### src/sv/omlt_pkg.sv
// ----------------------------------------------------------------------------
// omlt_pkg
// Shared types and constants for the outstanding miss latency table.
// ----------------------------------------------------------------------------
package omlt_pkg;
   localparam int TableDepth = 128;
   localparam int TagWidth   = 32;
   localparam int TimeWidth  = 12;
   localparam int IdxWidth   = $clog2(TableDepth);
   localparam int AvgWidth   = 20;

   localparam logic [AvgWidth-1:0]  AvgReset = 20'd45568;
   localparam logic [TimeWidth-1:0] MinSampleReset = 12'd10;

   localparam logic [1:0] OpAddPrefetch = 2'd0;
   localparam logic [1:0] OpAddDemand   = 2'd1;
   localparam logic [1:0] OpFill        = 2'd2;
   localparam logic [1:0] OpQuery       = 2'd3;

   localparam logic [1:0] TlTimely  = 2'd0;
   localparam logic [1:0] TlLate    = 2'd1;
   localparam logic [1:0] TlTooLate = 2'd2;

   typedef struct packed {
      logic [1:0]           opcode;
      logic [TagWidth-1:0]  line_tag;
      logic [TimeWidth-1:0] now;
   } req_type;

   typedef struct packed {
      logic                 found;
      logic                 was_demand;
      logic [TimeWidth-1:0] age;
      logic [1:0]           timeliness;
      logic [AvgWidth-1:0]  mean_latency;
   } rsp_type;

   // controller -> datapath
   typedef struct packed {
      logic load;     // capture request
      logic scan;     // compare one entry
      logic clear;    // reset scan
      logic finish;   // apply update
      logic mul;      // average step 1
      logic div;      // average step 2
   } cmd_type;

   // datapath -> controller
   typedef struct packed {
      logic last;     // scanned last entry
      logic need_avg; // fill updates average
   } sts_type;
endpackage

### src/sv/omlt_ctrl.sv
// ----------------------------------------------------------------------------
// omlt_ctrl
// Sequencer: accept, scan, update, average, respond.
// ----------------------------------------------------------------------------
module omlt_ctrl (
   input  logic              clock,
   input  logic              reset,
   input  logic              req_valid,
   output logic              req_ready,
   output logic              rsp_valid,
   input  logic              rsp_ready,
   input  omlt_pkg::sts_type sts,
   output omlt_pkg::cmd_type cmd
);
   import omlt_pkg::*;

   typedef enum logic [2:0] {IDLE, SCAN, FIN, MUL, DIV, RESP} state_type;
   state_type state_ff, state_in;

   assign req_ready = (state_ff == IDLE);
   assign rsp_valid = (state_ff == RESP);

   always_comb begin
      cmd = '0;
      state_in = state_ff;
      unique case (state_ff)
         IDLE: begin
            cmd.clear = 1'b1;
            if (req_valid) begin
               cmd.load = 1'b1;
               state_in = SCAN;
            end
         end
         SCAN: begin
            cmd.scan = 1'b1;
            if (sts.last) state_in = FIN;
         end
         FIN: begin
            cmd.finish = 1'b1;
            state_in = sts.need_avg ? MUL : RESP;
         end
         MUL: begin
            cmd.mul = 1'b1;
            state_in = DIV;
         end
         DIV: begin
            cmd.div = 1'b1;
            state_in = RESP;
         end
         RESP: if (rsp_ready) state_in = IDLE;
         default: state_in = IDLE;
      endcase
   end

   always_ff @(posedge clock) begin
      if (reset) state_ff <= IDLE;
      else       state_ff <= state_in;
   end
endmodule

### config.mk
export PLATFORM = sky130hd
export DESIGN_NAME = omlt_ctrl
export DESIGN_NICKNAME = d
export VERILOG_FILES = /design/src/sv/omlt_pkg.sv /design/src/sv/omlt_ctrl.sv
export SDC_FILE = /design/constraint.sdc
export NUM_CORES = 1
export LEC_CHECK = 0
export ABC_AREA = 1
export BUFFER_PORTS_ARGS = -buffer_cell sky130_fd_sc_hd__clkbuf_2
export CAP_MARGIN = 20
export CORE_AREA = 2 2 39 41
export CTS_BUF_LIST = sky130_fd_sc_hd__clkbuf_8
export CTS_CLUSTER_SIZE = 20
export DETAILED_ROUTE_END_ITERATION = 8
export DIE_AREA = 0 0 41 43
export GPL_ROUTABILITY_DRIVEN = 0
export HOLD_SLACK_MARGIN = 0.1
export MAX_ROUTING_LAYER = met4
export PLACE_DENSITY = 0.37
export SYNTH_ARGS = -nofsm -noshare
export SYNTH_HDL_FRONTEND = slang
export SYNTH_SLANG_ARGS = --single-unit
export TNS_END_PERCENT = 100
### constraint.sdc
create_clock -name clock -period 0.9 [get_ports clock]
set_input_delay 0.135 -clock clock [delete_from_list [all_inputs] [get_ports clock]]
set_output_delay 0.135 -clock clock [all_outputs]
set_load 0.02 [all_outputs]
==> results.md <==
- ANT nets after route: 0
- Htree depth: 1
- Port bufs: 13
- Worst EP arrival: 1.00 ns
- Ant. Diodes: 0
- Pwr Density: 1800 nW/µm²
- Biggest regs: state_ff (3)
- Initial drt markers: 5
- Largest cells by area after synthesis: dfxtp_1, nand3_1, nor2_1
- Max_slew headroom: about nine tenths
- Finish-stage setup viols: 11
- Syn Inst Count: 42
- Mapped Avg Cell Area: between 5 and 6 µm²
- Total power: approximately 0.94 mW
- Largest area contributor in the netlist: dfxtp_1
- Final Critical Period: around 1.1 ns
- WHS Path Cells: 2
- Detailed Routing Iterations Pass 1: 2
- Global-route wire length before repair: around 1100 µm
- Die Wd: between 40 and 50 µm
- Max_cap viols: 0
- Hold_ws: around 0.11 ns
- Yosys cell types: 10
- Synth Warn #: 0
- Largest net degree at the start of global routing: 8
- Failing checks: negative setup slack
- Max Fclk: between 0.8 and 0.9 GHz
- Setup crit start kind: flip-flop
- GRT Util Overall: approximately a tenth
- Outcome: finished with violations
- R2R Path End: state_ff[0]
- Standard-cell row count: 14
- Crit Path Category: flip-flop to output pin
- Post-CTS Hold Buffers: 0
- DP HPWL: ~530 µm
- CP top delay family: flip-flops
- Vias/cell: 4.12
- Vias in the first global route: roughly 310
- Actual slew at the worst max-slew pin: 0.170 ns
- Max FFs per register: 3
- Crit end category: output pin
- Crit-path max cell delay: 0.37 ns
- Req. time, crit path: 0.76 ns
- Top reg by flops: state_ff
- TNS Setup: -1.85 ns
- RSZ-0062 raised after global routing: yes
- Clock skew: roughly 0.0018 ns
- R2r worst-path depth: 6
- DP Worst Slack: -0.0978 ns
- Hold Path End: state_ff[2]
- Worst-skew pair later-pin latency: roughly 0.22 ns
- Die Area: 1760 µm²
- CTS root buf: clkbuf_8
- Period utilisation layout: 126%
- Vias: 321
- M1 GR Usage: between 10% and 20%
- # IOs: 14
- GRT met3 Usage: approximately 1.6%
- Core area: ~1400 µm²
- CTS Buf Count: 3
- Slowest cell on crit path: dfxtp_4
- Critical-path cell list: inv_4 > nand3_1 > inv_1 > clkbuf_4
- Starting Density: 16.8%
- Synthesized flop and latch total: 3
- Post-synth top area share: between 20% and 30%
- Fin. max-slew vios: 0
- Register area share after synthesis: roughly a quarter
- Lkg Pwr: about 0.26 nW
- Routed WL per cell: 8.86 µm
- Util after Layout: between 30% and 40%
- Post-Route WL: a little under 700 µm
- CP bufs+invs: 3
- Worst min path class: input pin to flip-flop
- CP max FO: 5
- DR DRC count: 0
- CTS clk-pin slew, worst paths: 0.03 ns
- Final Net Count: 69
- Layout cells sized above 1: 61.3%
- Peak VDD IR: ~0.80 mV
- Final worst slack: -0.238 ns
- CTS max path bufs: 2
- Hold path start: reset
- Die Span Y: approximately 43 µm
- Clk sink count: 3
- Worst r2r src: state_ff[0]
- Reg2reg setup slack: -0.09 ns
- CTS tree: built
- Mapped Area: 233 µm²
- Final Hold Fails: 0
- Mapped Nets: 48
- Synth-to-layout area growth: 123%
- Grt ovf: 0
- Met2 global-route usage: between 10 and 15%
- GRT Max-Usage Layer: met2
- Initial antenna violation count: 0
-- routing by layer --
layer / routed length (µm) / share of wire, %
met1: 257 / 37
met2: 405 / 59
met3: 29 / 4.2
met4: 0 / 0
met5: 0 / 0
-- through the flow --
stage | area [µm²] | instances
2_1_floorplan | 269 | 42
3_3_place_gp | 358 | 72
3_5_place_dp | 358 | 72
4_1_cts | 489 | 77
5_1_grt | 519 | 78
6_report | 519 | 78
-- logic make-up (layout without fill, tap and decap cells) --
logic type,Yosys count,after routing,share of synthesized area [%]
and+or+nand+nor,25,25,48.4
buffers and inverters,11,31,19.4
AOI/OAI and AO/OA,3,3,6.45
DFF,3,3,25.8
-- synth_stat cells, drive strengths merged --
cell type   n
nor2       10
nor3        3
a21oi       3
nand3       8
nand2       4
inv        10
buf         1
dfxtp       3
-- repair_timing --
action / CTS / global route
setup endpoints to repair: 11 / 11
pin swaps: 1 / 2
gates resized for setup: 20 / 9
buffers inserted: 1 / 1
-- worst max-delay path by stage --
stage / start / to / slack, ns / cells past startpoint
finish: state_ff[1] / rsp_valid / -0.24 / 4
CTS: state_ff[1] / cmd[5] / -0.24 / 4
global placement: state_ff[0] / state_ff[0] / -0.13 / 6
detailed placement: state_ff[1] / state_ff[1] / -0.1 / 6
floorplan: state_ff[1] / cmd[3] / -0.02 / 4
global route: state_ff[0] / cmd[5] / -0.31 / 4
-- final cells by class --
cell class,instances,area [µm²]
Sequential cell,3,71.3
Tap cell,16,20.0
Clock inverter,1,3.75
Multi-Input combinational cell,28,181
Clock buffer,3,41.3
Inverter,10,45.0
Timing Repair Buffer,17,156
Fill cell,160,865
-- placed cells by master (no fill, tap or decap), types with 3 or more instances in the layout --
cell | netlist | final
inv_1 | 9 | 7
clkbuf_8 | 0 | 6
dfxtp_4 | 0 | 3
nand3_1 | 8 | 6
buf_4 | 1 | 4
nor2_1 | 10 | 7
nand2_1 | 4 | 3
clkbuf_2 | 0 | 5
inv_4 | 0 | 3
-- power breakdown --
part | switching (mW) | internal [mW] | total, mW
clock network | 0.0886 | 0.290 | 0.379
registers | 0.0419 | 0.150 | 0.192
logic | 0.182 | 0.183 | 0.366
total | 0.313 | 0.623 | 0.936
No activity file was read; power rests on OpenSTA's default activity.
